$ cat config.mk
export PLATFORM = sky130hd
export DESIGN_NAME = websocket_frame_receiver_top_flat
export DESIGN_NICKNAME = d
export VERILOG_FILES = /design/src/hdl/wfr_pkg.sv /design/src/hdl/wfr_req_if.sv /design/src/hdl/wfr_rsp_if.sv /design/src/hdl/wfr_front.sv /design/src/hdl/wfr_queue.sv /design/src/hdl/wfr_back.sv /design/src/hdl/websocket_frame_receiver_top.sv /design/src/flat_wrapper.sv
export SDC_FILE = /design/constraint.sdc
export NUM_CORES = 1
export LEC_CHECK = 0
export BUFFER_PORTS_ARGS = -buffer_cell sky130_fd_sc_hd__buf_4
export CAP_MARGIN = 10
export CORE_MARGIN = 2
export CORE_UTILIZATION = 53
export DETAILED_ROUTE_END_ITERATION = 7
export MAX_ROUTING_LAYER = met4
export PLACE_DENSITY_LB_ADDON = 0.2
export SYNTH_ARGS = -nofsm -noshare
export SYNTH_HDL_FRONTEND = slang
export SYNTH_SLANG_ARGS = --single-unit
$ cat constraint.sdc
create_clock -name clock -period 9.6 [get_ports clock]
set_input_delay 0.96 -clock clock [delete_from_list [all_inputs] [get_ports clock]]
set_output_delay 0.96 -clock clock [all_outputs]
set_load 0.05 [all_outputs]
$ cat src/hdl/wfr_pkg.sv
package wfr_pkg;

   typedef enum logic [2:0] {
      PH_HDR0    = 3'd0,
      PH_HDR1    = 3'd1,
      PH_EXTLEN  = 3'd2,
      PH_KEY     = 3'd3,
      PH_PAYLOAD = 3'd4
   } phase_type;

   typedef enum logic [2:0] {
      KIND_PAYLOAD      = 3'd0,
      KIND_EMPTY_END    = 3'd1,
      KIND_PONG_REQ     = 3'd2,
      KIND_CLOSE        = 3'd3,
      KIND_UNMASKED_ERR = 3'd4,
      KIND_OVERSIZE_ERR = 3'd5
   } kind_type;

   typedef enum logic [0:0] {
      CSR_IS_CLIENT_ROLE    = 1'd0,
      CSR_MAX_MESSAGE_BYTES = 1'd1
   } csr_index_type;

   localparam logic [3:0]  OP_CONT  = 4'd0;
   localparam logic [3:0]  OP_BINARY = 4'd2;
   localparam logic [3:0]  OP_CLOSE = 4'd8;
   localparam logic [3:0]  OP_PING  = 4'd9;
   localparam logic [6:0]  LEN_EXT16 = 7'd126;
   localparam logic [6:0]  LEN_EXT64 = 7'd127;
   localparam logic [2:0]  EXT16_LAST_COUNT = 3'd1;
   localparam logic [2:0]  EXT64_LAST_COUNT = 3'd7;
   localparam logic [2:0]  KEY_LAST_COUNT = 3'd3;
   localparam logic [31:0] MAX_MESSAGE_RESET = 32'd33554432;

   typedef struct packed {
      kind_type   kind;
      logic [7:0] raw_byte;
      logic [7:0] mask_byte;
      logic [3:0] msg_opcode;
      logic       last;
   } entry_type;

   typedef struct packed {
      logic full;
      logic empty;
   } qstat_type;

endpackage

$ cat src/hdl/wfr_req_if.sv
interface wfr_req_if;
   logic       valid;
   logic       ready;
   logic [7:0] in_byte;
   logic       new_connection;

   modport source (output valid, output in_byte, output new_connection, input ready);
   modport sink (input valid, input in_byte, input new_connection, output ready);
endinterface

$ cat src/hdl/wfr_rsp_if.sv
interface wfr_rsp_if;
   logic       valid;
   logic       ready;
   logic [2:0] kind;
   logic [7:0] data;
   logic [3:0] msg_opcode;
   logic       last;

   modport source (output valid, output kind, output data, output msg_opcode, output last,
                   input ready);
   modport sink (input valid, input kind, input data, input msg_opcode, input last,
                 output ready);
endinterface

$ cat src/hdl/wfr_front.sv
module wfr_front (
   input  logic                clock,
   input  logic                reset,
   input  logic                csr_we,
   input  logic                csr_index,
   input  logic [31:0]         csr_wdata,
   wfr_req_if.sink             req,
   input  wfr_pkg::qstat_type  qstat,
   output logic                push,
   output wfr_pkg::entry_type  entry
);

   logic                client_ff, client_in;
   logic [31:0]         max_ff, max_in;

   wfr_pkg::phase_type  phase_ff, phase_in;
   logic [5:0]          hb_ff, hb_in;
   logic [63:0]         fr_ff, fr_in;
   logic [2:0]          fbc_ff, fbc_in;
   logic [31:0]         key_ff, key_in;
   logic [1:0]          mpos_ff, mpos_in;
   logic [3:0]          mop_ff, mop_in;
   logic [31:0]         mlen_ff, mlen_in;
   logic                halt_ff, halt_in;

   logic                acc;
   logic                nc;
   logic [7:0]          b;
   wfr_pkg::phase_type  eff_phase;
   logic [5:0]          eff_hb;
   logic [63:0]         eff_fr;
   logic [2:0]          eff_fbc;
   logic [31:0]         eff_key;
   logic [1:0]          eff_mpos;
   logic [3:0]          eff_mop;
   logic [31:0]         eff_mlen;
   logic                eff_halt;

   logic [3:0]          op;
   logic                fin;
   logic                is_data;
   logic                masked_now;
   logic                unmasked_err;
   logic [6:0]          len7;
   logic                len7_ext;
   logic [63:0]         len_fr;
   logic                len_known;
   logic [32:0]         len_sum;
   logic                oversize;
   logic                hd_fr_zero;
   logic [3:0]          mop_hdr;
   logic                pay_end;
   logic [7:0]          mask_sel;
   wfr_pkg::phase_type  after_len_phase;

   assign req.ready = !qstat.full;
   assign acc = req.valid && req.ready;
   assign nc = req.new_connection;
   assign b = req.in_byte;

   assign eff_phase = nc ? wfr_pkg::PH_HDR0 : phase_ff;
   assign eff_hb    = nc ? 6'd0 : hb_ff;
   assign eff_fr    = nc ? 64'd0 : fr_ff;
   assign eff_fbc   = nc ? 3'd0 : fbc_ff;
   assign eff_key   = nc ? 32'd0 : key_ff;
   assign eff_mpos  = nc ? 2'd0 : mpos_ff;
   assign eff_mop   = nc ? 4'd0 : mop_ff;
   assign eff_mlen  = nc ? 32'd0 : mlen_ff;
   assign eff_halt  = nc ? 1'b0 : halt_ff;

   assign op = eff_hb[4:1];
   assign fin = eff_hb[5];
   assign is_data = (op <= wfr_pkg::OP_BINARY);
   assign masked_now = (eff_phase == wfr_pkg::PH_HDR1) ? b[7] : eff_hb[0];
   assign unmasked_err = (eff_phase == wfr_pkg::PH_HDR1) && !client_ff && !b[7];
   assign len7 = b[6:0];
   assign len7_ext = (len7 == wfr_pkg::LEN_EXT16) || (len7 == wfr_pkg::LEN_EXT64);
   assign len_fr = (eff_phase == wfr_pkg::PH_HDR1) ? {57'd0, len7} : {eff_fr[55:0], b};
   assign len_known = ((eff_phase == wfr_pkg::PH_HDR1) && !unmasked_err && !len7_ext) ||
                      ((eff_phase == wfr_pkg::PH_EXTLEN) && (eff_fbc == 3'd0));
   assign len_sum = {1'b0, eff_mlen} + {1'b0, len_fr[31:0]};
   assign oversize = len_known && is_data &&
                     ((|len_fr[63:32]) || (len_sum >= {1'b0, max_ff}));
   assign hd_fr_zero = (eff_phase == wfr_pkg::PH_KEY) ? (eff_fr == 64'd0) :
                                                        (len_fr == 64'd0);
   assign mop_hdr = (is_data && (op != wfr_pkg::OP_CONT) && (eff_mop == 4'd0)) ? op : eff_mop;
   assign pay_end = (eff_fr == 64'd1);
   assign after_len_phase = masked_now ? wfr_pkg::PH_KEY :
                            (hd_fr_zero ? wfr_pkg::PH_HDR0 : wfr_pkg::PH_PAYLOAD);

   always_comb begin
      case (eff_mpos)
         2'd0:    mask_sel = eff_key[31:24];
         2'd1:    mask_sel = eff_key[23:16];
         2'd2:    mask_sel = eff_key[15:8];
         default: mask_sel = eff_key[7:0];
      endcase
   end

   always_comb begin
      client_in = client_ff;
      max_in = max_ff;
      if (csr_we) begin
         case (csr_index)
            wfr_pkg::CSR_IS_CLIENT_ROLE:    client_in = csr_wdata[0];
            wfr_pkg::CSR_MAX_MESSAGE_BYTES: max_in = csr_wdata;
            default:                        max_in = max_ff;
         endcase
      end
   end

   // Next phase.
   always_comb begin
      phase_in = phase_ff;
      if (acc) begin
         phase_in = eff_phase;
         if (!eff_halt) begin
            case (eff_phase)
               wfr_pkg::PH_HDR0: phase_in = wfr_pkg::PH_HDR1;
               wfr_pkg::PH_HDR1: begin
                  if (unmasked_err || oversize) begin
                     phase_in = wfr_pkg::PH_HDR1;
                  end else if (len7_ext) begin
                     phase_in = wfr_pkg::PH_EXTLEN;
                  end else begin
                     phase_in = after_len_phase;
                  end
               end
               wfr_pkg::PH_EXTLEN: begin
                  if (len_known && !oversize) begin
                     phase_in = after_len_phase;
                  end
               end
               wfr_pkg::PH_KEY: begin
                  if (eff_fbc == 3'd0) begin
                     phase_in = hd_fr_zero ? wfr_pkg::PH_HDR0 : wfr_pkg::PH_PAYLOAD;
                  end
               end
               wfr_pkg::PH_PAYLOAD: begin
                  if (pay_end) begin
                     phase_in = wfr_pkg::PH_HDR0;
                  end
               end
               default: phase_in = wfr_pkg::PH_HDR0;
            endcase
         end
      end
   end

   // Datapath and result requests.
   always_comb begin
      hb_in = hb_ff;
      fr_in = fr_ff;
      fbc_in = fbc_ff;
      key_in = key_ff;
      mpos_in = mpos_ff;
      mop_in = mop_ff;
      mlen_in = mlen_ff;
      halt_in = halt_ff;
      push = 1'b0;
      entry.kind = wfr_pkg::KIND_PAYLOAD;
      entry.raw_byte = 8'd0;
      entry.mask_byte = 8'd0;
      entry.msg_opcode = eff_mop;
      entry.last = 1'b0;
      if (acc) begin
         hb_in = eff_hb;
         fr_in = eff_fr;
         fbc_in = eff_fbc;
         key_in = eff_key;
         mpos_in = eff_mpos;
         mop_in = eff_mop;
         mlen_in = eff_mlen;
         halt_in = eff_halt;
         if (!eff_halt) begin
            case (eff_phase)
               wfr_pkg::PH_HDR0: begin
                  hb_in = {b[7], b[3:0], 1'b0};
               end
               wfr_pkg::PH_HDR1: begin
                  hb_in = {eff_hb[5:1], b[7]};
                  key_in = 32'd0;
                  if (unmasked_err) begin
                     halt_in = 1'b1;
                     push = 1'b1;
                     entry.kind = wfr_pkg::KIND_UNMASKED_ERR;
                  end else begin
                     mop_in = mop_hdr;
                     entry.msg_opcode = mop_hdr;
                     fr_in = len_fr;
                     if (len7 == wfr_pkg::LEN_EXT16) begin
                        fr_in = 64'd0;
                        fbc_in = wfr_pkg::EXT16_LAST_COUNT;
                     end else if (len7 == wfr_pkg::LEN_EXT64) begin
                        fr_in = 64'd0;
                        fbc_in = wfr_pkg::EXT64_LAST_COUNT;
                     end
                     if (oversize) begin
                        halt_in = 1'b1;
                        push = 1'b1;
                        entry.kind = wfr_pkg::KIND_OVERSIZE_ERR;
                     end else begin
                        if (len_known) begin
                           if (is_data) begin
                              mlen_in = len_sum[31:0];
                           end
                           if (masked_now) begin
                              fbc_in = wfr_pkg::KEY_LAST_COUNT;
                           end else begin
                              mpos_in = 2'd0;
                              if (hd_fr_zero && is_data && fin) begin
                                 push = 1'b1;
                                 entry.kind = wfr_pkg::KIND_EMPTY_END;
                                 entry.last = 1'b1;
                                 mop_in = 4'd0;
                                 mlen_in = 32'd0;
                              end
                           end
                        end
                        if (op == wfr_pkg::OP_PING) begin
                           push = 1'b1;
                           entry.kind = wfr_pkg::KIND_PONG_REQ;
                        end else if (op == wfr_pkg::OP_CLOSE) begin
                           push = 1'b1;
                           entry.kind = wfr_pkg::KIND_CLOSE;
                           entry.last = 1'b1;
                           entry.msg_opcode = 4'd0;
                           mop_in = 4'd0;
                           mlen_in = 32'd0;
                        end
                     end
                  end
               end
               wfr_pkg::PH_EXTLEN: begin
                  fr_in = len_fr;
                  if (!len_known) begin
                     fbc_in = eff_fbc - 3'd1;
                  end else if (oversize) begin
                     halt_in = 1'b1;
                     push = 1'b1;
                     entry.kind = wfr_pkg::KIND_OVERSIZE_ERR;
                  end else begin
                     if (is_data) begin
                        mlen_in = len_sum[31:0];
                     end
                     if (masked_now) begin
                        fbc_in = wfr_pkg::KEY_LAST_COUNT;
                     end else begin
                        mpos_in = 2'd0;
                        if (hd_fr_zero && is_data && fin) begin
                           push = 1'b1;
                           entry.kind = wfr_pkg::KIND_EMPTY_END;
                           entry.last = 1'b1;
                           mop_in = 4'd0;
                           mlen_in = 32'd0;
                        end
                     end
                  end
               end
               wfr_pkg::PH_KEY: begin
                  key_in = {eff_key[23:0], b};
                  if (eff_fbc != 3'd0) begin
                     fbc_in = eff_fbc - 3'd1;
                  end else begin
                     mpos_in = 2'd0;
                     if (hd_fr_zero && is_data && fin) begin
                        push = 1'b1;
                        entry.kind = wfr_pkg::KIND_EMPTY_END;
                        entry.last = 1'b1;
                        mop_in = 4'd0;
                        mlen_in = 32'd0;
                     end
                  end
               end
               wfr_pkg::PH_PAYLOAD: begin
                  fr_in = eff_fr - 64'd1;
                  if (is_data) begin
                     push = 1'b1;
                     entry.kind = wfr_pkg::KIND_PAYLOAD;
                     entry.raw_byte = b;
                     entry.mask_byte = mask_sel;
                     entry.last = pay_end && fin;
                     mpos_in = eff_mpos + 2'd1;
                     if (pay_end && fin) begin
                        mop_in = 4'd0;
                        mlen_in = 32'd0;
                     end
                  end
               end
               default: begin
                  hb_in = eff_hb;
               end
            endcase
         end
      end
   end

   always_ff @(posedge clock) begin
      if (reset) begin
         client_ff <= 1'b0;
         max_ff <= wfr_pkg::MAX_MESSAGE_RESET;
         phase_ff <= wfr_pkg::PH_HDR0;
         hb_ff <= 6'd0;
         fr_ff <= 64'd0;
         fbc_ff <= 3'd0;
         key_ff <= 32'd0;
         mpos_ff <= 2'd0;
         mop_ff <= 4'd0;
         mlen_ff <= 32'd0;
         halt_ff <= 1'b0;
      end else begin
         client_ff <= client_in;
         max_ff <= max_in;
         phase_ff <= phase_in;
         hb_ff <= hb_in;
         fr_ff <= fr_in;
         fbc_ff <= fbc_in;
         key_ff <= key_in;
         mpos_ff <= mpos_in;
         mop_ff <= mop_in;
         mlen_ff <= mlen_in;
         halt_ff <= halt_in;
      end
   end

endmodule

$ cat src/hdl/wfr_queue.sv
module wfr_queue #(
   parameter int DEPTH = 4
) (
   input  logic                clock,
   input  logic                reset,
   input  logic                push,
   input  wfr_pkg::entry_type  push_entry,
   input  logic                pop,
   output wfr_pkg::entry_type  head,
   output wfr_pkg::qstat_type  qstat
);

   localparam int PTR_W = $clog2(DEPTH);
   localparam int CNT_W = $clog2(DEPTH + 1);
   localparam logic [PTR_W-1:0] PTR_LAST = PTR_W'(DEPTH - 1);
   localparam logic [CNT_W-1:0] CNT_FULL = CNT_W'(DEPTH);

   wfr_pkg::entry_type  mem_ff [DEPTH];
   logic [PTR_W-1:0]    wptr_ff, wptr_in;
   logic [PTR_W-1:0]    rptr_ff, rptr_in;
   logic [CNT_W-1:0]    count_ff, count_in;

   assign qstat.full = (count_ff == CNT_FULL);
   assign qstat.empty = (count_ff == '0);
   assign head = mem_ff[rptr_ff];

   always_comb begin
      wptr_in = wptr_ff;
      rptr_in = rptr_ff;
      count_in = count_ff;
      if (push) begin
         wptr_in = (wptr_ff == PTR_LAST) ? '0 : wptr_ff + PTR_W'(1);
      end
      if (pop) begin
         rptr_in = (rptr_ff == PTR_LAST) ? '0 : rptr_ff + PTR_W'(1);
      end
      if (push && !pop) begin
         count_in = count_ff + CNT_W'(1);
      end else if (pop && !push) begin
         count_in = count_ff - CNT_W'(1);
      end
   end

   always_ff @(posedge clock) begin
      if (push) begin
         mem_ff[wptr_ff] <= push_entry;
      end
   end

   always_ff @(posedge clock) begin
      if (reset) begin
         wptr_ff <= '0;
         rptr_ff <= '0;
         count_ff <= '0;
      end else begin
         wptr_ff <= wptr_in;
         rptr_ff <= rptr_in;
         count_ff <= count_in;
      end
   end

   assert property (@(posedge clock) disable iff (reset) !(push && qstat.full))
      else $error("Request pushed into a full queue.");
   assert property (@(posedge clock) disable iff (reset) !(pop && qstat.empty))
      else $error("Request popped from an empty queue.");
   assert property (@(posedge clock) disable iff (reset)
      push && !pop |=> count_ff == $past(count_ff) + CNT_W'(1))
      else $error("Queue count did not rise on a push.");
   assert property (@(posedge clock) disable iff (reset)
      pop && !push |=> count_ff == $past(count_ff) - CNT_W'(1))
      else $error("Queue count did not fall on a pop.");

endmodule

$ cat src/hdl/wfr_back.sv
module wfr_back (
   input  logic                clock,
   input  logic                reset,
   input  wfr_pkg::entry_type  head,
   input  wfr_pkg::qstat_type  qstat,
   output logic                pop,
   wfr_rsp_if.source           rsp
);

   logic                valid_ff, valid_in;
   wfr_pkg::kind_type   kind_ff;
   logic [7:0]          data_ff;
   logic [3:0]          opcode_ff;
   logic                last_ff;

   assign pop = !qstat.empty && (!valid_ff || rsp.ready);
   assign valid_in = pop || (valid_ff && !rsp.ready);

   always_ff @(posedge clock) begin
      if (reset) begin
         valid_ff <= 1'b0;
      end else begin
         valid_ff <= valid_in;
      end
   end

   always_ff @(posedge clock) begin
      if (pop) begin
         kind_ff <= head.kind;
         data_ff <= head.raw_byte ^ head.mask_byte;
         opcode_ff <= head.msg_opcode;
         last_ff <= head.last;
      end
   end

   assign rsp.valid = valid_ff;
   assign rsp.kind = kind_ff;
   assign rsp.data = data_ff;
   assign rsp.msg_opcode = opcode_ff;
   assign rsp.last = last_ff;

endmodule

$ cat src/hdl/websocket_frame_receiver_top.sv
// Channel   Direction  Payload                                Handshake
// req_ch    in         in_byte[7:0], new_connection           valid / ready
// rsp_ch    out        kind[2:0], data[7:0], msg_opcode[3:0], last  valid / ready
// csr_*     in         csr_index selects register, csr_wdata[31:0]  csr_we, no wait
//
// One byte is accepted every cycle while the result queue is not full. The front
// part handles each byte as it is accepted, so input stalls come only from the
// result queue of QUEUE_DEPTH entries and the output register behind it.
// Reset is synchronous and takes effect at once, with no clearing pass.
// When the result side stalls, req_ch.ready falls only once the queue is full.
module websocket_frame_receiver_top #(
   parameter int QUEUE_DEPTH = 4
) (
   input  logic        clock,
   input  logic        reset,
   input  logic        csr_we,
   input  logic        csr_index,
   input  logic [31:0] csr_wdata,
   wfr_req_if.sink     req_ch,
   wfr_rsp_if.source   rsp_ch
);

   logic                push;
   logic                pop;
   wfr_pkg::entry_type  push_entry;
   wfr_pkg::entry_type  head;
   wfr_pkg::qstat_type  qstat;

   wfr_front u_front (
      .clock     (clock),
      .reset     (reset),
      .csr_we    (csr_we),
      .csr_index (csr_index),
      .csr_wdata (csr_wdata),
      .req       (req_ch),
      .qstat     (qstat),
      .push      (push),
      .entry     (push_entry)
   );

   wfr_queue #(
      .DEPTH (QUEUE_DEPTH)
   ) u_queue (
      .clock      (clock),
      .reset      (reset),
      .push       (push),
      .push_entry (push_entry),
      .pop        (pop),
      .head       (head),
      .qstat      (qstat)
   );

   wfr_back u_back (
      .clock (clock),
      .reset (reset),
      .head  (head),
      .qstat (qstat),
      .pop   (pop),
      .rsp   (rsp_ch)
   );

endmodule

$ cat src/flat_wrapper.sv
// flat-port wrapper written by rule: the top's interface ports become plain ports
module websocket_frame_receiver_top_flat 
#(
   parameter int QUEUE_DEPTH = 4
)
  (clock, reset, csr_we, csr_index, csr_wdata, req_ch_valid, req_ch_in_byte, req_ch_new_connection, req_ch_ready, rsp_ch_valid, rsp_ch_kind, rsp_ch_data, rsp_ch_msg_opcode, rsp_ch_last, rsp_ch_ready);
  wfr_req_if req_ch_i ();
  wfr_rsp_if rsp_ch_i ();
  input  logic clock;
  input  logic reset;
  input  logic csr_we;
  input  logic csr_index;
  input  logic [31:0] csr_wdata;
  input wire logic [$bits(req_ch_i.valid)-1:0] req_ch_valid;
  input wire logic [$bits(req_ch_i.in_byte)-1:0] req_ch_in_byte;
  input wire logic [$bits(req_ch_i.new_connection)-1:0] req_ch_new_connection;
  output wire logic [$bits(req_ch_i.ready)-1:0] req_ch_ready;
  output wire logic [$bits(rsp_ch_i.valid)-1:0] rsp_ch_valid;
  output wire logic [$bits(rsp_ch_i.kind)-1:0] rsp_ch_kind;
  output wire logic [$bits(rsp_ch_i.data)-1:0] rsp_ch_data;
  output wire logic [$bits(rsp_ch_i.msg_opcode)-1:0] rsp_ch_msg_opcode;
  output wire logic [$bits(rsp_ch_i.last)-1:0] rsp_ch_last;
  input wire logic [$bits(rsp_ch_i.ready)-1:0] rsp_ch_ready;
  assign req_ch_i.valid = req_ch_valid;
  assign req_ch_i.in_byte = req_ch_in_byte;
  assign req_ch_i.new_connection = req_ch_new_connection;
  assign req_ch_ready = req_ch_i.ready;
  assign rsp_ch_valid = rsp_ch_i.valid;
  assign rsp_ch_kind = rsp_ch_i.kind;
  assign rsp_ch_data = rsp_ch_i.data;
  assign rsp_ch_msg_opcode = rsp_ch_i.msg_opcode;
  assign rsp_ch_last = rsp_ch_i.last;
  assign rsp_ch_i.ready = rsp_ch_ready;
  websocket_frame_receiver_top #(.QUEUE_DEPTH(QUEUE_DEPTH)) u_core (.clock(clock), .reset(reset), .csr_we(csr_we), .csr_index(csr_index), .csr_wdata(csr_wdata), .req_ch(req_ch_i), .rsp_ch(rsp_ch_i));
endmodule
==> results of run 1 <==
[worst max-delay path, cell delays in order]
cell and delay, ns:
buf_4 0.30, or4b_4 0.72, and2_1 0.25, ha_1 0.35, nand3_1 0.10, or4b_2 0.68
a211o_1 0.33, nand3_2 0.12, a31oi_2 0.14, o221ai_1 0.45, xnor2_1 0.20, ha_1 0.33
nand4_1 0.13, nor4_1 0.46, o21ai_0 0.17, a311oi_1 0.35, nor4_2 0.14, a21oi_2 0.48
nor2_1 0.22, a31oi_2 0.38, ha_1 0.29, inv_1 0.07, fa_1 0.37, xor2_1 0.19
or3_1 0.31, a21oi_1 0.13
[flip-flops by register name, summed over array words and instances, names as in the netlist, 2 cells and up, named ones only]
name / count
u_core.u_front.hb_ff: 6
u_core.u_queue.count_ff: 3
u_core.u_front.max_ff: 32
u_core.u_back.rsp.data: 8
u_core.u_front.mop_ff: 4
u_core.u_front.mlen_ff: 32
u_core.u_back.rsp.kind: 3
u_core.u_queue.mem_ff: 96
u_core.u_front.fbc_ff: 3
u_core.u_front.key_ff: 32
u_core.u_front.mpos_ff: 2
u_core.u_front.phase_ff: 3
u_core.u_front.fr_ff: 64
u_core.u_queue.rptr_ff: 2
u_core.u_back.rsp.msg_opcode: 4
u_core.u_queue.wptr_ff: 2
[Yosys cell counts (7+ instances only)]
library cell	number	area [um^2]
a211oi_1	20	150
nand2_1	244	916
o31ai_1	15	113
nor2_1	253	950
mux2i_1	12	120
nand3b_1	7	52.6
nand2b_1	13	81.3
a221oi_1	11	96.3
or3_1	12	75.1
edfxtp_1	112	3360
nand3_1	30	150
o21ai_0	122	611
mux4_2	16	360
buf_1	13	48.8
a221o_1	8	80.1
a311oi_1	7	61.3
a22oi_1	49	368
ha_1	76	951
clkbuf_1	111	417
and2_1	17	106
a21o_1	15	113
inv_1	69	259
a21oi_1	211	1060
o22ai_1	13	81.3
dfxtp_1	190	3800
o21a_1	12	90.1
o211ai_1	11	82.6
and3_1	26	163
a222oi_1	18	180
a31oi_1	14	87.6
xor2_1	46	403
nor4_1	18	113
nor2b_1	44	275
nor3_1	63	315
buf_2	16	80.1
a22o_1	20	175
xnor2_1	31	272
a32oi_1	10	87.6
or2_2	12	75.1
nand4_1	18	113
[routing by layer]
layer | GRT usage (%) | part of all wire, % | wire length [um] | vias up
met5 | - | 0 | 0 | -
li1 | - | - | - | 7898
met2 | 51.3 | 47 | 26700 | 932
met1 | 42.3 | 41 | 23200 | 8138
met4 | 11.5 | 3.1 | 1760 | 0
met3 | 4.95 | 9.3 | 5310 | 139
[per-stage QoR]
step / area [um^2] / util [%] / worst slack, ns / total power (uW)
final: 20400 / 59.4 / 1.39 / 3820
after global routing: 20400 / 59.4 / 1.08 / 3970
after CTS: 20400 / 59.3 / 1.57 / 3820
after detailed placement: 19200 / 55.8 / 1.02 / 2400
after global placement: 19200 / 55.8 / 1.32 / 2390
after floorplan: 18400 / - / 1.10 / 2120
[where the power goes]
group / leakage [uW] / internal (uW) / switching [uW] / total [uW]
clock network: 0.000587 / 859 / 563 / 1420
registers: 0.00255 / 1400 / 66.7 / 1470
logic: 0.00443 / 305 / 619 / 924
total: 0.00756 / 2570 / 1250 / 3820
[layout make-up]
class | instances | area (um^2) | share of cell area (%)
Clock buffer | 45 | 932 | 4.57
Sequential cell | 302 | 7170 | 35.1
Timing Repair Buffer | 99 | 763 | 3.74
Inverter | 70 | 263 | 1.29
Clock inverter | 17 | 288 | 1.41
Multi-Input combinational cell | 1634 | 10400 | 51.1
Tap cell | 455 | 569 | 2.79
[how the worst max path moves through the flow]
stage                                               to                   from  cells after the start
5_1_grt        u_core.u_queue.count_ff[2]$_SDFFE_PP0P_  req_ch_new_connection                     26
2_1_floorplan  u_core.u_queue.count_ff[2]$_SDFFE_PP0P_  req_ch_new_connection                     34
4_1_cts          u_core.u_queue.mem_ff[1][9]$_DFFE_PP_  req_ch_new_connection                     23
6_report       u_core.u_queue.count_ff[2]$_SDFFE_PP0P_  req_ch_new_connection                     26
3_5_place_dp    u_core.u_queue.mem_ff[1][17]$_DFFE_PP_  req_ch_new_connection                     21
3_3_place_gp     u_core.u_queue.mem_ff[0][9]$_DFFE_PP_  req_ch_new_connection                     23
[cell families after synthesis]
| family | count (synthesis) | synth area share, % |
|---|---|---|
| buffers and inverters | 217 | 4.74 |
| multiplexers | 29 | 2.67 |
| adder cells (fa/ha/maj) | 78 | 5.38 |
| AND/OR/NAND/NOR | 801 | 21.1 |
| XOR/XNOR | 78 | 3.75 |
| AO/OA/AOI/OAI | 648 | 23.5 |
| flip-flops | 302 | 38.9 |
==> summary.txt, run 1 <==
Critical path
  – R2R Setup Slk: 1.48 ns
  – Crit path DAT: 8.70 ns
  – Critical Path RT: 10.08 ns
  – Worst Reg-to-Reg Cells: 25
  – CP endpoint kind: flip-flop
  – R2r endpoint: u_core.u_queue.count_ff[2]$_SDFFE_PP0P_
  – Startpoint Class: primary input
  – Critical path fanouts, max: 62
  – R2R Path Start: u_core.u_front.phase_ff[0]$_SDFFE_PP0P_
  – Critical path class: primary input to flip-flop

Route
  – Vias: 17,100
  – Drt total wl: 57,000 um
  – Post-DRT Antenna Nets: 0
  – TritonRoute pass-1 iters: 6
  – 1st-iter DRT viols: 2,103
  – Vias per cell: 6.52
  – DRC: 0
  – Routed length per instance: 21.7 um

Timing
  – Total Neg Setup Slack: 0 ns
  – Rel. slew slack: 21.2%
  – RSZ-0062 raised after global routing: no
  – Tcrit/Tclk final: 85.6%
  – Clk_skew: 0.0204 ns
  – Achievable Freq: 122 MHz
  – Hold Vio Cnt, Final: 0
  – Min Tclk post-route: 8.21 ns
  – Final Slew Violations: 0
  – Hold slack: 0.452 ns
  – Setup violations, final: 0
  – Worst Tran Pin Value: 1.18 ns

Cells and area
  – Commonest non-fill, non-tap cell in the layout: nor2_1
  – N_diodes: 0
  – Area Overhead vs Synth: 10.7%
  – Commonest non-fill, non-tap cells in the layout: nor2_1 (252), nand2_1 (244), a21oi_1 (210)
  – Share of layout cells above drive strength 1: 10.7%
  – Final std cells w/o fill: 2,622
  – Fill count: 3,012
  – Nets@finish: 2,266

Clocking
  – Number of setup buffers added after CTS: 0
  – H-tree Lvls: 2
  – Total CTS buffers: 34
  – PostCTS Resize Cnt: 0
  – Root Driver: clkbuf_16
  – Clk_lat worst skew: 0.57 ns
  – Cts hold-fix bufs: 0
  – TritonCTS sink count: 302
  – Worst-path clk slew: 0.07 ns
  – Clock buffer depth: 3
  – CTS tree: done

Flow run
  – Max-cap violations: 0

Hold path
  – Worst Hold End: u_core.u_front.mlen_ff[23]$_SDFFE_PP0P_
  – Hold Path Depth: 2
  – Hold Crit Class: flip-flop to flip-flop
  – Worst hold path startpoint: u_core.u_front.mlen_ff[23]$_SDFFE_PP0P_

GRT
  – Initial antenna violation count: 0
  – Congestion Overflow GR: 0
  – Vias in the first global route: 16,000
  – GR Util All Layers: 32.4%
  – Largest net degree at the start of global routing: 87
  – Global-route wire length before repair: 90,100 um

Yosys
  – Post-synthesis sequential area ratio: 38.9%
  – Primary FF master, synth: dfxtp_1
  – Syn Nets: 2,278
  – Synth Cell Area: 18,400 um^2
  – Avg Cell Area, Syn: 8.56 um^2
  – Yosys reg bits: 302
  – Library cells used by synthesis: 97
  – Cells after synthesis: 2,153
  – Async S/R FF share, synth: 0%
  – Yosys Warn Count: 0
  – EDFF count, synth: 112

Die
  – Die span in x: 191 um
  – Starting Density: 53.6%
  – Num rows: 68
  – I/O pin cnt: 65
  – Die Y: 191 um
  – Core box area: 34,400 um^2
  – Die footprint: 36,300 um^2

Place
  – PortBufs: 64
  – Placed cells: 2,559
  – Gpl congestion: 0.989
  – DPL Wire Length: 39,300 um

Pwr
  – Peak supply drop: 217 uV
  – Lkg Pwr: 0.00756 uW
  – Power per cell area: 187 nW/um^2

Outcome
  – Status: complete, no violations
Note: power is estimated with default switching activity, not from simulation.
==> run 2, diff against run 1 <==
clock period = 9.2 ns   (was 9.6 ns; I/O delays follow)
==> run 2 against run 1 <==
Routed wire length about the same. Combinational power rose by 4.4%. Setup slack worse by 0.28 ns. Critical endpoint unchanged. Sequential cell count unchanged. Via count barely moved. Register-to-register slack got worse by 0.36 ns. Clock skew increased by 0.0079 ns.
==> summary.txt, run 2 (synthesis gave the netlist of run 1 again) <==
Cells and area
  – Top flop regs: u_core.u_queue.mem_ff x96, u_core.u_front.fr_ff x64
  – Share of layout cells above drive strength 1: 10.7%
  – Nets@finish: 2,270
  – Top reg by flops: u_core.u_queue.mem_ff
  – Final std cells w/o fill: 2,625
  – Commonest non-fill, non-tap cell in the layout: nor2_1
  – Commonest non-fill, non-tap cells in the layout: nor2_1 (252), nand2_1 (244), a21oi_1 (210)
  – Design Area, Final: 20,300 um^2
  – Area Overhead vs Synth: 10.1%
  – Max reg flops: 96

Hold path
  – Hold Crit Class: flip-flop to flip-flop
  – Worst Hold End: u_core.u_front.mlen_ff[22]$_SDFFE_PP0P_
  – Worst hold path startpoint: u_core.u_front.mlen_ff[22]$_SDFFE_PP0P_
  – Hold Path Depth: 2

GRT
  – Vias in the first global route: 16,000
  – Largest net degree at the start of global routing: 89
  – Congestion Overflow GR: 0
  – GR Util All Layers: 32.2%
  – Initial antenna violation count: 1
  – Global-route wire length before repair: 89,700 um

Timing
  – Min Tclk post-route: 8.10 ns
  – Tcrit/Tclk final: 88.0%
  – RSZ-0062 raised after global routing: no
  – Final Slew Violations: 0
  – Setup violations, final: 0
  – Worst setup slack after layout: 1.10 ns
  – Worst Tran Pin Value: 1.19 ns
  – Hold Vio Cnt, Final: 0
  – Clk_skew: 0.0283 ns
  – Rel. slew slack: 20.6%
  – Achievable Freq: 123 MHz
  – Total Neg Setup Slack: 0 ns

Place
  – DPL Wire Length: 38,900 um
  – DP Area: 19,200 um^2
  – DP Worst Slack: 0.651 ns
  – Gpl congestion: 0.972
  – PortBufs: 64
  – Placed cells: 2,561

Pwr
  – Lkg Pwr: 0.00752 uW
  – Total power: 3810 uW
  – Power per cell area: 188 nW/um^2
  – Peak supply drop: 174 uV

Clocking
  – Number of setup buffers added after CTS: 0
  – Clk_lat worst skew: 0.55 ns
  – TritonCTS sink count: 302
  – Worst-path clk slew: 0.06 ns
  – Total CTS buffers: 35
  – Cts hold-fix bufs: 0
  – Clock buffer depth: 3
  – CTS tree: done
  – Root Driver: clkbuf_16
  – PostCTS Resize Cnt: 0
  – H-tree Lvls: 2

Critical path
  – R2R Path Start: u_core.u_front.phase_ff[0]$_SDFFE_PP0P_
  – Worst Reg-to-Reg Cells: 26
  – R2r endpoint: u_core.u_queue.count_ff[2]$_SDFFE_PP0P_
  – Critical Path RT: 9.67 ns
  – Startpoint Class: primary input
  – Crit path DAT: 8.57 ns
  – R2R Setup Slk: 1.12 ns
  – Critical path fanouts, max: 53
  – Critical path class: primary input to flip-flop
  – CP endpoint kind: flip-flop

Route
  – 1st-iter DRT viols: 1,994
  – Vias: 17,100
  – Post-DRT Antenna Nets: 0
  – TritonRoute pass-1 iters: 8
  – Drt total wl: 57,000 um
  – Vias per cell: 6.52
  – DRC: 0
  – Routed length per instance: 21.7 um

Die
  – Die Y: 191 um
  – Die footprint: 36,300 um^2
  – I/O pin cnt: 65
  – Die span in x: 191 um
  – Num rows: 68
  – Core box area: 34,400 um^2
  – Starting Density: 53.6%

Flow run
  – Max-cap violations: 0

Outcome
  – Status: complete, no violations
[run 2: cell types whose count changed in the layout (fill, tap and decap cells not counted), sizes merged]
cell	previous run	this run
bufinv	6	0
diode	0	1
clkinvlp	3	2
clkinv	6	11
clkbuf	45	47
inv	72	71
buf	99	102
[run 2: worst max path at each step]
stage                                                  startpoint                                      end  slack (ns)  cells past startpoint
after floorplan                             req_ch_new_connection  u_core.u_queue.count_ff[2]$_SDFFE_PP0P_        0.74                     34
after global placement                      req_ch_new_connection  u_core.u_queue.count_ff[2]$_SDFFE_PP0P_        1.02                     28
after detailed placement                    req_ch_new_connection    u_core.u_queue.mem_ff[1][9]$_DFFE_PP_        0.65                     22
after CTS                                   req_ch_new_connection    u_core.u_queue.mem_ff[1][8]$_DFFE_PP_        1.22                     22
after global routing      u_core.u_front.phase_ff[0]$_SDFFE_PP0P_  u_core.u_queue.count_ff[2]$_SDFFE_PP0P_        0.51                     26
final                                       req_ch_new_connection  u_core.u_queue.count_ff[2]$_SDFFE_PP0P_        1.10                     27
[run 2: through the flow]
step | hold slack (ns) | utilization (%)
5_1_grt | 0.473 | 59.1
6_report | 0.451 | 59.1
2_1_floorplan | 0.417 | -
3_5_place_dp | 0.441 | 55.8
4_1_cts | 0.453 | 58.9
3_3_place_gp | 0.429 | 55.8
[run 2: critical path, stage by stage]
cell	delay (ns)
buf_4	0.29
or4b_4	0.71
and3_1	0.24
ha_1	0.31
nor2b_1	0.20
o2111a_1	0.17
a311oi_1	0.38
o2bb2ai_1	0.17
or2_2	0.38
a2111oi_0	0.44
nor3_1	0.13
xor2_1	0.19
ha_1	0.32
nand4_1	0.12
nor4_1	0.51
o21ai_0	0.17
a311oi_1	0.32
nor4_2	0.15
a21oi_2	0.47
nor2_1	0.24
a31oi_2	0.36
ha_1	0.27
inv_1	0.06
fa_1	0.37
xor2_1	0.18
or3_1	0.31
a21oi_1	0.15
[run 2: where the power goes]
group	switching [uW]	internal (uW)	leakage [uW]
clock network	569	743	0.000529
registers	70.0	1470	0.00255
logic	646	319	0.00444
[run 2: cell type report]
type / instances / area [um^2]
tap: 455 / 569
clock buffer: 47 / 962
antenna: 1 / 2.50
multi-input combinational: 1634 / 10400
fill: 3082 / 14100
inverter: 70 / 263
clock inverter: 14 / 118
timing repair buffer: 102 / 793
sequential: 302 / 7170
[run 2: per-layer routing]
metal	vias up	global-route usage, %	part of all wire (%)	wire (um)
li1	7896	-	-	-
met1	8139	42.1	41	23700
met2	886	50.3	46	26000
met3	188	4.93	8.7	4960
met4	0	12.7	4.3	2460
met5	-	-	0	0
==> run 3, diff against run 2 <==
CORE_MARGIN = not set   (was 2)
==> run 3 against run 2 <==
Critical path depth shrank 1. Global-route usage is 1.2 points higher. Sequential cell count unchanged. Hold slack gained 0.0029 ns. Via count rose by 0.12%. Core utilization rose by 0.89 points. Combinational power about the same. Cell area is essentially flat. Total power up 1.6%. Setup slack worse by 0.12 ns. Clock skew rose by 0.0035 ns. Clock-buffer cell count is 3 higher. Critical path type is now flip-flop to flip-flop. Largest power group unchanged.
==> summary.txt, run 3 (synthesis gave the netlist of run 1 again) <==
Outcome
  – Status: complete, no violations

Timing
  – Rel. slew slack: 18.5%
  – Setup violations, final: 0
  – Worst setup slack after layout: 0.982 ns
  – Hold Vio Cnt, Final: 0
  – Tcrit/Tclk final: 89.3%
  – Achievable Freq: 122 MHz
  – Min Tclk post-route: 8.22 ns
  – Clk_skew: 0.0318 ns
  – RSZ-0062 raised after global routing: no
  – Worst Tran Pin Value: 1.22 ns
  – Final Slew Violations: 0
  – Total Neg Setup Slack: 0 ns
  – Hold slack: 0.453 ns

Cells and area
  – Commonest non-fill, non-tap cells in the layout: nor2_1 (252), nand2_1 (244), a21oi_1 (210)
  – Final std cells w/o fill: 2,621
  – Top flop regs: u_core.u_queue.mem_ff x96, u_core.u_front.fr_ff x64
  – Area Overhead vs Synth: 10.1%
  – Nets@finish: 2,272
  – Share of layout cells above drive strength 1: 10.6%
  – Max reg flops: 96
  – Top reg by flops: u_core.u_queue.mem_ff
  – Commonest non-fill, non-tap cell in the layout: nor2_1
  – N_diodes: 0

Clocking
  – TritonCTS sink count: 302
  – Worst-path clk slew: 0.07 ns
  – Number of setup buffers added after CTS: 0
  – Clk_lat worst skew: 0.55 ns
  – Cts hold-fix bufs: 0
  – Root Driver: clkbuf_16
  – PostCTS Resize Cnt: 0
  – Total CTS buffers: 35
  – H-tree Lvls: 2
  – CTS tree: done
  – Clock buffer depth: 3

GRT
  – Vias in the first global route: 16,200
  – Largest net degree at the start of global routing: 95
  – GR Util All Layers: 33.3%
  – Congestion Overflow GR: 0
  – Initial antenna violation count: 0
  – Global-route wire length before repair: 91,000 um

Pwr
  – Peak supply drop: 183 uV
  – Power per cell area: 191 nW/um^2
  – Lkg Pwr: 0.00752 uW

Die
  – Die footprint: 35,500 um^2
  – Die span in x: 189 um
  – Num rows: 67
  – Die Y: 189 um
  – Core box area: 33,900 um^2
  – Starting Density: 54.4%
  – I/O pin cnt: 65

Critical path
  – Critical Path Start: u_core.u_front.phase_ff[0]$_SDFFE_PP0P_
  – Endpoint of the worst setup timing path: u_core.u_queue.count_ff[2]$_SDFFE_PP0P_
  – Worst Reg-to-Reg Cells: 26
  – R2r endpoint: u_core.u_queue.count_ff[2]$_SDFFE_PP0P_
  – Startpoint Class: flip-flop
  – Critical Path RT: 9.66 ns
  – CP endpoint kind: flip-flop
  – R2R Setup Slk: 0.98 ns
  – Crit path DAT: 8.68 ns
  – R2R Path Start: u_core.u_front.phase_ff[0]$_SDFFE_PP0P_
  – Critical path fanouts, max: 16
  – Critical path class: flip-flop to flip-flop

Place
  – Gpl congestion: 0.963
  – DPL Wire Length: 39,600 um
  – PortBufs: 64
  – DP Worst Slack: 0.702 ns
  – Placed cells: 2,558

Route
  – DRC: 0
  – 1st-iter DRT viols: 1,969
  – Vias per cell: 6.54
  – TritonRoute pass-1 iters: 8
  – Drt total wl: 57,800 um
  – Post-DRT Antenna Nets: 0
  – Vias: 17,100
  – Routed length per instance: 22.0 um

Hold path
  – Hold Crit Class: flip-flop to flip-flop
  – Worst hold path startpoint: u_core.u_front.mlen_ff[23]$_SDFFE_PP0P_

Flow run
  – Max-cap violations: 0
-- run 3: cell types whose count changed in the layout (fill, tap and decap cells not counted), moves of 2 or more --
cell	delta
clkinv_2	-5
clkinv_4	+2
clkbuf_1	+5
inv_6	+3
buf_4	+4
bufinv_16	+2
-- run 3: how the worst min path moves through the flow --
stage | endpoint | slack (ns) | cells past startpoint
final | u_core.u_front.mlen_ff[23]$_SDFFE_PP0P_ | 0.45 | 2
after detailed placement | u_core.u_front.mlen_ff[23]$_SDFFE_PP0P_ | 0.44 | 2
after global placement | u_core.u_front.mlen_ff[23]$_SDFFE_PP0P_ | 0.43 | 2
after global routing | u_core.u_front.max_ff[4]$_SDFFE_PP0P_ | 0.48 | 2
after floorplan | u_core.u_front.mlen_ff[22]$_SDFFE_PP0P_ | 0.42 | 2
after CTS | u_core.u_front.mlen_ff[23]$_SDFFE_PP0P_ | 0.45 | 2
-- run 3: layout make-up --
class                           count  area (um^2)
Clock buffer                       50          962
Tap cell                          448          561
Timing Repair Buffer              104          781
Fill cell                        3028        13600
Inverter                           70          263
Sequential cell                   302         7170
Multi-Input combinational cell   1634        10400
Clock inverter                     13          143
-- run 3: power breakdown --
group / total [uW] / switching (uW) / internal (uW)
Combinational: 963 / 642 / 321
Sequential: 1540 / 77.6 / 1470
Clock: 1370 / 573 / 793
Total: 3870 / 1290 / 2580
-- run 3: metrics by stage --
| step | power [uW] | area (um^2) | util (%) |
|---|---|---|---|
| floorplan | 2210 | 18400 | - |
| global placement | 2500 | 19200 | 56.7 |
| detailed placement | 2510 | 19200 | 56.7 |
| CTS | 3880 | 20300 | 60.0 |
| global route | 4020 | 20300 | 60.0 |
| finish | 3870 | 20300 | 60.0 |
-- run 3: per-layer routing --
metal	vias up	track usage (%)	part of all wire, %
met3	136	5.59	9.2
met5	-	-	0
met2	922	51.7	46
met1	8181	43.8	41
met4	0	12.1	3.3
li1	7891	-	-
-- run 3: worst max-delay path, stage by stage (launching register included) --
cell	delay [ns]
dfxtp_1	0.73
nor4b_4	0.62
nor2_1	0.12
ha_1	0.41
a21o_1	0.23
o2111a_1	0.23
a311oi_1	0.41
o2bb2ai_1	0.19
or2_2	0.38
a2111oi_0	0.39
nor3_1	0.12
xor2_1	0.20
ha_1	0.32
nand4_1	0.12
nor4_1	0.57
o21ai_0	0.19
a311oi_1	0.39
nor4_2	0.16
a21oi_2	0.47
nor2_1	0.16
a31oi_2	0.37
ha_1	0.27
inv_1	0.06
fa_1	0.37
xor2_1	0.18
or3_1	0.31
a21oi_1	0.15
